==> src/rtl/owtp_pkg.sv <==
// Shared types and constants for the 1-Wire temperature poller.
`timescale 1ns / 1ps

package owtp_pkg;

  localparam int READ_BYTES = 2;
  localparam int BYTE_IDX_W = (READ_BYTES > 3) ? 4 : 2;

  localparam int CFG_INDEX_W = 3;
  localparam int CFG_DATA_W  = 24;

  localparam logic [CFG_INDEX_W-1:0] REG_RESET_LOW     = 3'd0;
  localparam logic [CFG_INDEX_W-1:0] REG_PRESENCE_SMP  = 3'd1;
  localparam logic [CFG_INDEX_W-1:0] REG_RESET_SLOT    = 3'd2;
  localparam logic [CFG_INDEX_W-1:0] REG_START_LOW     = 3'd3;
  localparam logic [CFG_INDEX_W-1:0] REG_READ_SMP      = 3'd4;
  localparam logic [CFG_INDEX_W-1:0] REG_BIT_SLOT      = 3'd5;
  localparam logic [CFG_INDEX_W-1:0] REG_CONV_WAIT     = 3'd6;

  localparam logic [2:0] PH_RESET1  = 3'd0;
  localparam logic [2:0] PH_SKIP1   = 3'd1;
  localparam logic [2:0] PH_CONVERT = 3'd2;
  localparam logic [2:0] PH_WAIT    = 3'd3;
  localparam logic [2:0] PH_RESET2  = 3'd4;
  localparam logic [2:0] PH_SKIP2   = 3'd5;
  localparam logic [2:0] PH_READCMD = 3'd6;
  localparam logic [2:0] PH_READ    = 3'd7;

  localparam logic [1:0] PS_PRESENT = 2'd0;
  localparam logic [1:0] PS_ABSENT  = 2'd1;
  localparam logic [1:0] PS_SHORT   = 2'd2;

  localparam logic [7:0] CMD_SKIP_ROM   = 8'hCC;
  localparam logic [7:0] CMD_CONVERT    = 8'h44;
  localparam logic [7:0] CMD_READ_SCRPD = 8'hBE;

  typedef struct packed {
    logic [9:0]  reset_low_ticks;
    logic [9:0]  presence_sample_tick;
    logic [9:0]  reset_slot_ticks;
    logic [9:0]  start_low_ticks;
    logic [9:0]  read_sample_tick;
    logic [9:0]  bit_slot_ticks;
    logic [23:0] conversion_wait_ticks;
  } owtp_cfg_t;

  typedef struct packed {
    logic [2:0]            phase;
    logic [9:0]            slot_counter;
    logic [2:0]            bit_index;
    logic [BYTE_IDX_W-1:0] byte_index;
    logic [15:0]           shift_word;
    logic [23:0]           wait_counter;
    logic                  presence_latch;
    logic [19:0]           last_temperature;
  } owtp_state_t;

  typedef struct packed {
    logic        drive_low;
    logic        reading_busy;
    logic        presence_valid;
    logic [1:0]  presence_status;
    logic        temp_valid;
    logic [15:0] temp_raw;
    logic [19:0] temp_tenths_q4;
  } owtp_result_t;

endpackage

==> src/rtl/owtp_sequencer.sv <==
// Per-tick bus sequencer: next state and result of one tick.
`timescale 1ns / 1ps

module owtp_sequencer
  import owtp_pkg::*;
(
  input  owtp_state_t  state,
  input  owtp_cfg_t    cfg,
  input  logic         line_level,
  output owtp_state_t  state_next,
  output owtp_result_t result
);

  logic [2:0]  phase_adv;
  logic [9:0]  t;
  logic [10:0] t_inc;
  logic [9:0]  s_rst;
  logic [10:0] e_rst;
  logic [9:0]  s_rd;
  logic [10:0] e_rd;
  logic [9:0]  e_wr_a;
  logic [9:0]  e_wr;
  logic [24:0] wait_inc;
  logic [7:0]  cmd;

  assign t         = state.slot_counter;
  assign t_inc     = {1'b0, t} + 11'd1;
  assign phase_adv = (state.phase == PH_READ) ? PH_RESET1 : state.phase + 3'd1;

  assign s_rst = (cfg.reset_low_ticks > cfg.presence_sample_tick) ?
                 cfg.reset_low_ticks : cfg.presence_sample_tick;
  assign e_rst = (({1'b0, s_rst} + 11'd1) > {1'b0, cfg.reset_slot_ticks}) ?
                 ({1'b0, s_rst} + 11'd1) : {1'b0, cfg.reset_slot_ticks};

  assign s_rd = (cfg.start_low_ticks > cfg.read_sample_tick) ?
                cfg.start_low_ticks : cfg.read_sample_tick;
  assign e_rd = (({1'b0, s_rd} + 11'd1) > {1'b0, cfg.bit_slot_ticks}) ?
                ({1'b0, s_rd} + 11'd1) : {1'b0, cfg.bit_slot_ticks};

  assign e_wr_a = (cfg.start_low_ticks > cfg.bit_slot_ticks) ?
                  cfg.start_low_ticks : cfg.bit_slot_ticks;
  assign e_wr   = (e_wr_a == 10'd0) ? 10'd1 : e_wr_a;

  assign wait_inc = {1'b0, state.wait_counter} + 25'd1;

  always_comb begin
    unique case (state.phase)
      PH_SKIP1, PH_SKIP2: cmd = CMD_SKIP_ROM;
      PH_CONVERT:         cmd = CMD_CONVERT;
      default:            cmd = CMD_READ_SCRPD;
    endcase
  end

  always_comb begin
    logic                  advance;
    logic [BYTE_IDX_W-1:0] byte_inc;
    logic signed [19:0]    raw_ext;
    logic [3:0]            bit_pos;

    state_next = state;
    result     = '0;
    advance    = 1'b0;
    byte_inc   = state.byte_index + BYTE_IDX_W'(1);
    raw_ext    = '0;
    bit_pos    = {state.byte_index[0], state.bit_index};

    unique case (state.phase)
      PH_RESET1, PH_RESET2: begin
        if (t == 10'd0 && !line_level) begin
          // bus held low before we drive: shorted
          result.presence_valid  = 1'b1;
          result.presence_status = PS_SHORT;
          advance = 1'b1;
        end else begin
          result.drive_low = (t < cfg.reset_low_ticks);
          if (t == s_rst) state_next.presence_latch = line_level;
          if (t_inc >= e_rst) begin
            result.presence_valid  = 1'b1;
            result.presence_status = state_next.presence_latch ? PS_ABSENT : PS_PRESENT;
            advance = 1'b1;
          end else begin
            state_next.slot_counter = t_inc[9:0];
          end
        end
      end
      PH_WAIT: begin
        if (wait_inc >= {1'b0, cfg.conversion_wait_ticks}) begin
          state_next.wait_counter = '0;
          advance = 1'b1;
        end else begin
          state_next.wait_counter = wait_inc[23:0];
        end
      end
      PH_READ: begin
        result.reading_busy = 1'b1;
        result.drive_low    = (t < cfg.start_low_ticks);
        if (t == s_rd && {2'b00, state.byte_index} < 4'd2)
          state_next.shift_word[bit_pos] = line_level;
        if (t_inc >= e_rd) begin
          state_next.slot_counter = '0;
          state_next.bit_index    = state.bit_index + 3'd1;
          if (state.bit_index == 3'd7) begin
            if ({{(8-BYTE_IDX_W){1'b0}}, byte_inc} >= 8'(READ_BYTES)) begin
              raw_ext = {{4{state_next.shift_word[15]}}, state_next.shift_word};
              state_next.last_temperature = (raw_ext <<< 3) + (raw_ext <<< 1);
              result.temp_valid = 1'b1;
              result.temp_raw   = state_next.shift_word;
              state_next.byte_index = '0;
              advance = 1'b1;
            end else begin
              state_next.byte_index = byte_inc;
            end
          end
        end else begin
          state_next.slot_counter = t_inc[9:0];
        end
      end
      default: begin
        result.drive_low = (t < cfg.start_low_ticks) || !cmd[state.bit_index];
        if (t_inc >= {1'b0, e_wr}) begin
          state_next.slot_counter = '0;
          state_next.bit_index    = state.bit_index + 3'd1;
          if (state.bit_index == 3'd7) advance = 1'b1;
        end else begin
          state_next.slot_counter = t_inc[9:0];
        end
      end
    endcase

    if (advance) begin
      state_next.slot_counter = '0;
      state_next.phase        = phase_adv;
      if (phase_adv == PH_READ) begin
        state_next.shift_word = '0;
        state_next.byte_index = '0;
      end
    end

    result.temp_tenths_q4 = state_next.last_temperature;
  end

endmodule

==> src/rtl/one_wire_temperature_poller_core.sv <==
// Top level of the 1-Wire temperature poller: registers, config and output stage.
`timescale 1ns / 1ps

// Each input beat is one bus tick with the sampled line level; each accepted beat
// yields exactly one result beat, one tick per clock cycle when both sides keep
// up. The sequencer step is a single pass of logic from the state registers into
// a one-deep output register, and ready stays high while that register is empty
// or being taken, so a new tick is taken in the same cycle as the waiting result
// leaves; while a result is held back, ready is low. The block loops forever:
// reset/presence, skip-ROM, convert, conversion wait, reset/presence, skip-ROM,
// read scratchpad, then reads the result bytes LSB first. The user must write
// timing registers via the cfg port only while no tick is in flight (unchecked).

module one_wire_temperature_poller_core
  import owtp_pkg::*;
(
  input  logic                   clk,
  input  logic                   rst,
  input  logic                   cfg_we,
  input  logic [CFG_INDEX_W-1:0] cfg_index,
  input  logic [CFG_DATA_W-1:0]  cfg_data,
  input  logic                   in_valid,
  output logic                   in_ready,
  input  logic                   line_level,
  output logic                   out_valid,
  input  logic                   out_ready,
  output logic                   drive_low,
  output logic                   reading_busy,
  output logic                   presence_valid,
  output logic [1:0]             presence_status,
  output logic                   temp_valid,
  output logic signed [15:0]     temp_raw,
  output logic signed [19:0]     temp_tenths_q4
);

  owtp_cfg_t    cfg;
  owtp_state_t  state;
  owtp_state_t  state_next;
  owtp_result_t step_result;
  owtp_result_t result;
  logic         accept;

  assign in_ready = !out_valid || out_ready;
  assign accept   = in_valid && in_ready;

  owtp_sequencer u_sequencer (
    .state      (state),
    .cfg        (cfg),
    .line_level (line_level),
    .state_next (state_next),
    .result     (step_result)
  );

  always_ff @(posedge clk) begin
    if (rst) begin
      cfg.reset_low_ticks       <= 10'd480;
      cfg.presence_sample_tick  <= 10'd550;
      cfg.reset_slot_ticks      <= 10'd960;
      cfg.start_low_ticks       <= 10'd2;
      cfg.read_sample_tick      <= 10'd15;
      cfg.bit_slot_ticks        <= 10'd60;
      cfg.conversion_wait_ticks <= 24'd1000000;
    end else if (cfg_we) begin
      unique case (cfg_index)
        REG_RESET_LOW:    cfg.reset_low_ticks       <= cfg_data[9:0];
        REG_PRESENCE_SMP: cfg.presence_sample_tick  <= cfg_data[9:0];
        REG_RESET_SLOT:   cfg.reset_slot_ticks      <= cfg_data[9:0];
        REG_START_LOW:    cfg.start_low_ticks       <= cfg_data[9:0];
        REG_READ_SMP:     cfg.read_sample_tick      <= cfg_data[9:0];
        REG_BIT_SLOT:     cfg.bit_slot_ticks        <= cfg_data[9:0];
        REG_CONV_WAIT:    cfg.conversion_wait_ticks <= cfg_data;
        default:          ;
      endcase
    end
  end

  always_ff @(posedge clk) begin
    if (rst) begin
      state <= '0;
    end else if (accept) begin
      state <= state_next;
    end
  end

  always_ff @(posedge clk) begin
    if (rst) begin
      out_valid <= 1'b0;
    end else if (accept) begin
      out_valid <= 1'b1;
    end else if (out_ready) begin
      out_valid <= 1'b0;
    end
  end

  always_ff @(posedge clk) begin
    if (accept) result <= step_result;
  end

  assign drive_low       = result.drive_low;
  assign reading_busy    = result.reading_busy;
  assign presence_valid  = result.presence_valid;
  assign presence_status = result.presence_status;
  assign temp_valid      = result.temp_valid;
  assign temp_raw        = result.temp_raw;
  assign temp_tenths_q4  = result.temp_tenths_q4;

endmodule
==> config.mk <==
export PLATFORM = sky130hd
export DESIGN_NAME = one_wire_temperature_poller_core
export DESIGN_NICKNAME = d
export VERILOG_FILES = /design/src/rtl/owtp_pkg.sv /design/src/rtl/owtp_sequencer.sv /design/src/rtl/one_wire_temperature_poller_core.sv
export SDC_FILE = /design/constraint.sdc
export NUM_CORES = 1
export LEC_CHECK = 0
export ABC_AREA = 1
export BUFFER_PORTS_ARGS = -buffer_cell sky130_fd_sc_hd__buf_2
export CORE_MARGIN = 1
export CORE_UTILIZATION = 63
export CTS_CLUSTER_DIAMETER = 120
export DETAILED_ROUTE_END_ITERATION = 6
export GPL_ROUTABILITY_DRIVEN = 0
export PLACE_DENSITY = 0.82
export RECOVER_POWER = 100
export SLEW_MARGIN = 25
export SYNTH_ARGS = -nofsm -noshare
export SYNTH_HDL_FRONTEND = slang
export SYNTH_SLANG_ARGS = --single-unit
==> constraint.sdc <==
create_clock -name clk -period 6.6 [get_ports clk]
set_input_delay 0.33 -clock clk [delete_from_list [all_inputs] [get_ports clk]]
set_output_delay 0.33 -clock clk [all_outputs]
set_load 0.005 [all_outputs]
# Word-level counts from Yosys, hierarchy flattened
# Index checks and enable logic that the tools add are counted.
op_classes:
  bitwise_logic: 4
  magnitude_cmp: 16
  reduce_logical: 33
  n_addsub: 8
  eq_ne: 20
  n_mux: 55
ops:
  columns: ["operator", "n"]
  rows:
  - ["2-to-1 mux 10 bit", 9]
  - ["2-to-1 mux 20 bit", 4]
  - ["2-to-1 mux 18 bit", 3]
  - ["adder 10 x 1 -> 11 bit, second input constant", 3]
  - ["2-to-1 mux 16 bit", 2]
  - ["> comparator 10 bit", 3]
  - ["case mux 10 bit (3 select lines)", 1]
  - ["adder 24 x 1 -> 25 bit, second input constant", 1]
  - ["greater-or-equal comparator 25 x 24 -> 1 bit", 1]
  - ["equality test 3 bit, second input constant", 8]
  - ["2-to-1 mux 24 bit", 1]
  - ["greater-or-equal comparator 11 bit", 2]
  - ["> comparator 11 x 10 -> 1 bit", 2]
  - ["2-to-1 mux 11 bit", 2]
  - ["adder 19 x 17 -> 20 bit", 1]
  - ["equality test 10 bit", 2]
  - ["zero test 10 bit", 2]
  - ["less-than comparator 10 bit", 2]
  - ["2-to-1 mux 1 bit", 18]
  - ["AND reduction 2 bit", 9]
  - ["2-to-1 mux 17 bit", 1]
  - ["bitwise mux 16 bit", 1]
  - ["case mux 8 bit (2 select lines)", 1]
  - ["equality test 3 x 2 -> 1 bit, second input constant", 4]
  - ["29 further kinds", 53]
word_totals:
  elab_cells: 160
  input_bits: 33
  out_inout_bits: 44
  regBits: 206

# Logic depth before layout (Yosys ltp)
logic_depth:
  word_depth: 12
  mapped_depth: 48
  ltp_nobuf: 46

# Modules after synthesis
# From an unflattened synthesis, not the netlist that was laid out.
hier_totals:
  cells_unflattened: 2473
  hier_area_um2: 16300.6
by_module_without_submodules:
  columns: ["module", "instances", "cells_each", "area_each_um2", "seq_area_each_um2"]
  rows:
  - ["owtp_sequencer", 1, 1535, 8545.7, 0.0]
  - ["one_wire_temperature_poller_core", 1, 938, 7754.9, 4544.4]

# Worst setup path after synthesis
# Ideal clock, no wire load.
synth_timing:
  path_kind: "flip-flop to flip-flop"
  from: "reg cfg[73] (netlist name)"
  to: "reg state[74] (netlist name)"
  required_ps: 6488
  synth_period_minus_slack_ps: 5623
  n_path_buf: 3
  stages_incl_launch_ff: 41
  setup_ps: 112
  t_arrival_ps: 5511
  path_slack_ps: 977
  cell_sequence: "dfxtp_1 inv_1 ha_1 nand2_1 nor2_2 o211ai_1 nand3_1 nand2_1 buf_2 o21ai_1 ha_1 nand2_1 nor2_2 nand3_1 xor2_1 inv_1 ha_1 nand4_1 (+5 left out) nor2_1 nor2_1 ha_1 a21oi_1 nor2_1 a211oi_1 nand3_1 o21ai_0 inv_1 nor2_1 nand3_4 nand2_2 inv_2 nand2_2 buf_4 nand3_1 nand2_1 nor2_1"
synth_via:
  elab_chain_len: 11
  word_cells_on_any_way: 14
  classes_between: "add/sub: 1; order compare: 3; eq/ne: 3; mux: 6; reduce/logical: 1"
synth_lines:
  columns: ["item", "line", "source"]
  rows:
  - ["> comparator 10 bit", "owtp_sequencer.sv:30", "assign s_rst = (cfg.reset_low_ticks > cfg.presence_sample_tick) ?"]
  - ["2-to-1 mux 10 bit (*)", "owtp_sequencer.sv:30", null]
  - ["adder 10 x 1 -> 11 bit (*)", "owtp_sequencer.sv:32, owtp_sequencer.sv:33", null]
  - ["> comparator 11 x 10 -> 1 bit", "owtp_sequencer.sv:32", "assign e_rst = (({1'b0, s_rst} + 11'd1) > {1'b0, cfg.reset_slot_ticks}) ?"]
  - ["2-to-1 mux 11 bit (*)", "owtp_sequencer.sv:32", null]
  - ["greater-or-equal comparator 11 bit (*)", "owtp_sequencer.sv:77", "if (t_inc >= e_rst) begin"]
  - ["2-to-1 mux 1 bit", "owtp_sequencer.sv:77", null]
  - ["2-to-1 mux 1 bit", "owtp_sequencer.sv:69", "if (t == 10'd0 && !line_level) begin"]
  - ["case mux 1 bit (3 select lines)", "owtp_sequencer.sv:67", "unique case (state.phase)"]
  - ["inequality test 3 bit (no source line) or inequality test 2 x 1 -> 1 bit (tied branches)", null, null]
  - ["AND reduction 4 bit (no source line)", null, null]
# Mark *: on every way between the ends. The rest lies on a longest branch, timed or not.
# A chain may end at the register's enable or synchronous reset.

# Final worst setup path
layout_timing:
  from: "reg cfg[43] (netlist name)"
  to: "reg state[72] (netlist name)"
layout_via:
  elab_chain_len: 10
  word_cells_on_any_way: 15
  classes_between: "add/sub: 1; order compare: 3; eq/ne: 3; mux: 7; reduce/logical: 1"
layout_lines:
  columns: ["item", "line", "source"]
  rows:
  - ["> comparator 10 bit", "owtp_sequencer.sv:35", "assign s_rd = (cfg.start_low_ticks > cfg.read_sample_tick) ?"]
  - ["2-to-1 mux 10 bit (*)", "owtp_sequencer.sv:35", null]
  - ["adder 10 x 1 -> 11 bit (*)", "owtp_sequencer.sv:37, owtp_sequencer.sv:38", null]
  - ["> comparator 11 x 10 -> 1 bit", "owtp_sequencer.sv:37", "assign e_rd = (({1'b0, s_rd} + 11'd1) > {1'b0, cfg.bit_slot_ticks}) ?"]
  - ["2-to-1 mux 11 bit (*)", "owtp_sequencer.sv:37", null]
  - ["greater-or-equal comparator 11 bit (*)", "owtp_sequencer.sv:99", "if (t_inc >= e_rd) begin"]
  - ["2-to-1 mux 1 bit", "owtp_sequencer.sv:99", null]
  - ["case mux 1 bit (3 select lines)", "owtp_sequencer.sv:67", null]
  - ["inequality test 3 bit (no source line) or inequality test 2 x 1 -> 1 bit (tied branches)", null, null]
  - ["AND reduction 4 bit (no source line)", null, null]
# Marks and branches as above.

==> metrics <==
status complete, but fails checks; failing checks max-capacitance violations, max-slew violations; Fin. Hold Viols 0; total core area 0.02278 mm^2; ys async rst share 0%; port buffer count 76; Critical R2R Launch cfg[43]; top cell type's share of synthesized area 22.26%; Num CTS Buffers 23; total congestion overflow 0; Final setup viols 0; die height approximately 160 um; first-pass GRT wire length ~65000 um; Via density about 5.7; H-Tree Depth 1; Max clock buf depth 3; setup skew after layout roughly 0.0071 ns; post-synthesis sequential area ratio 30.81%; hold_ws 0.02469 ns; min cycle time layout slightly above 6 ns; synth top area cells dfxtp_1 (22%), ha_1 (13%), nand2_1 (12%); fraction of layout cells with a size suffix above 1 approximately a tenth; unrepaired setup endpoints after global routing no; hold wc startpoint cfg_data[16]; starting DRC count in detailed routing 1330; worst slew pin tran 2.540 ns; Post-synth top flop dfxtp_1; antenna-violating nets left 0; class of the worst hold path in -> reg; Slew Limit Fails 131; clock latency on the worst-skew pair around 0.52 ns; Ports 77; # diodes 0; EDFF count, synth between 40 and 50; area of the die about 0.024 mm^2; Util after Layout 70.53%; worst slack, placed 0.3524 ns; slew margin rel. -69.31%; Critical Path Start Type register; fin crit share roughly 94%; Ys Warns 0; Placed Area 0.01531 mm^2; Syn Std Cell Area 0.01475 mm^2; Worst Path Max Fanout 15; slowest stage cell, crit path dfxtp_1; Mapped Cells approximately 2100; Max VDD drop ~0.20 mV; Synth area leader dfxtp_1; WHS Endpoint cfg[16]; CP endpoint kind register; crit path DAT about 6.7 ns; critical path type reg -> reg; R2R depth 40; Worst-path clk slew 0.06 ns; CTS tree done; commonest cells in the netlist nand2_1 (477), inv_1 (285), a21oi_1 (173); dpl hpwl 29040 um; critical path data required time a little over 7 ns; Rows 55; DRT Pass-1 Iters 5; CTS Sinks approximately 200; GRT Overall Usage 33.56%; vias post-DR between 10000 and 15000; final instance area between 0.015 and 0.02 mm^2; Initial Util 64.76%; RR Endpoint state[72]; DR WL/cell approximately 16 um; flop2flop setup slack 0.38 ns; initial antenna violation count 1; CTS Root Cell clkbuf_16; Fillers around 1900; max cap viols 3; Achievable Freq 160.8 MHz; Cells on Worst Hold Path 3; number of global-route vias before repair between 10000 and 15000; cell repeated most along the worst path nand2_1; largest net degree at the start of global routing about 110; drt drc 0; count leader, synth nand2_1; PD cells about 250 mW/mm^2; Synth-to-Final Area Change 8.906%; Yosys cell types 57; #FFs+latches synth approximately 210; routed wire length just under 40000 um; NumNets Final between 2000 and 2500; syn_area_per_cell about 7.1 um^2; setup ws final roughly 0.38 ns; die width between 150 and 200 um; Pleak between 7 and 8 nW; Mapped Nets around 2300; Critical Path Max Stage Delay around 0.38 ns; Final TNS setup 0 ns
==> state kept, by name, indices dropped and copies added (netlist names) <==
name / flops
state: 79
temp_tenths_q4: 20
temp_valid: 1
presence_status: 2
out_valid: 1
temp_raw: 16
reading_busy: 1
cfg: 84
presence_valid: 1
drive_low: 1
==> metal layers <==
layer	global-route usage, %	up-vias	share of wire, %
met5	0	-	0
met2	56.22	618	46
li1	-	6937	-
met3	4.178	100	8.6
met1	44.47	6346	43
met4	11.88	0	3.0
==> how the worst max path moves through the flow <==
| stage | start | end | slack [ns] |
|---|---|---|---|
| after CTS | cfg[69] | state[72] | 0.31 |
| after global placement | cfg[69] | state[66] | 0.53 |
| after global routing | cfg[43] | state[72] | 0.02 |
| after floorplan | cfg[73] | state[74] | 0.98 |
| after detailed placement | cfg[69] | state[72] | 0.35 |
| final | cfg[43] | state[72] | 0.38 |
==> placed cells by master (no fill, tap or decap), types with 14 or more instances in the layout <==
cell type and instances:
a21oi_1 176, buf_2 57, buf_4 14, clkbuf_1 24, clkbuf_16 23, dfxtp_1 164, edfxtp_1 42, ha_1 155
inv_1 287, nand2_1 475, nand2_2 41, nand3_1 103, nand3_2 20, nand4_1 27, nor2_1 150, nor3_1 16
o211ai_1 34, o21ai_0 160, xnor2_1 14, xor2_1 32
==> cell type report <==
| class | instances | area (um^2) | area share, % |
|---|---|---|---|
| Tap cell | 313 | 391.6 | 2.438 |
| Timing Repair Buffer | 93 | 474.2 | 2.952 |
| Inverter | 303 | 1137 | 7.079 |
| Clock inverter | 15 | 155.1 | 0.9657 |
| Multi-Input combinational cell | 1504 | 8776 | 54.63 |
| Sequential cell | 206 | 4544 | 28.29 |
| Clock buffer | 26 | 586.8 | 3.653 |
==> power by group <==
group / switching, mW / total, mW / internal, mW
registers: 0.0970 / 1.46 / 1.36
logic: 0.834 / 1.25 / 0.417
clock network: 0.542 / 1.30 / 0.755
total: 1.47 / 4.01 / 2.53
==> kinds of logic (layout without fill, tap and decap cells) <==
group	after synthesis	count (layout)	share of synthesized area [%]
and+or+nand+nor	877	877	27.24
AOI/OAI and AO/OA	423	424	15.92
buffers and inverters	369	437	9.958
DFF	206	206	30.81
adders and majority gates	156	156	13.28
xor gates and xnor gates	46	46	2.731
muxes	1	1	0.06786
==> worst max-delay path: cells and delay by family, from the launching register on <==
family,cells,cell delay (ns)
buffers and inverters,7,0.63
AND/OR/NAND/NOR,27,3.90
adder cells (fa/ha/maj),3,0.88
AO/OA/AOI/OAI,3,0.38
flip-flops,1,0.38
==> stage by stage <==
stage,std cells,power (mW)
5_1_grt,2460,4.220
4_1_cts,2458,3.951
3_5_place_dp,2417,2.668
2_1_floorplan,2078,2.351
6_report,2460,4.007
3_3_place_gp,2417,2.614
==> repair_timing <==
item / in CTS / in global routing
gates resized for setup: 0 / 11
setup endpoints to repair: 0 / 67
buffers inserted: 0 / 1
hold buffers: 0 / 0
Power figures use the tool's default switching activity.
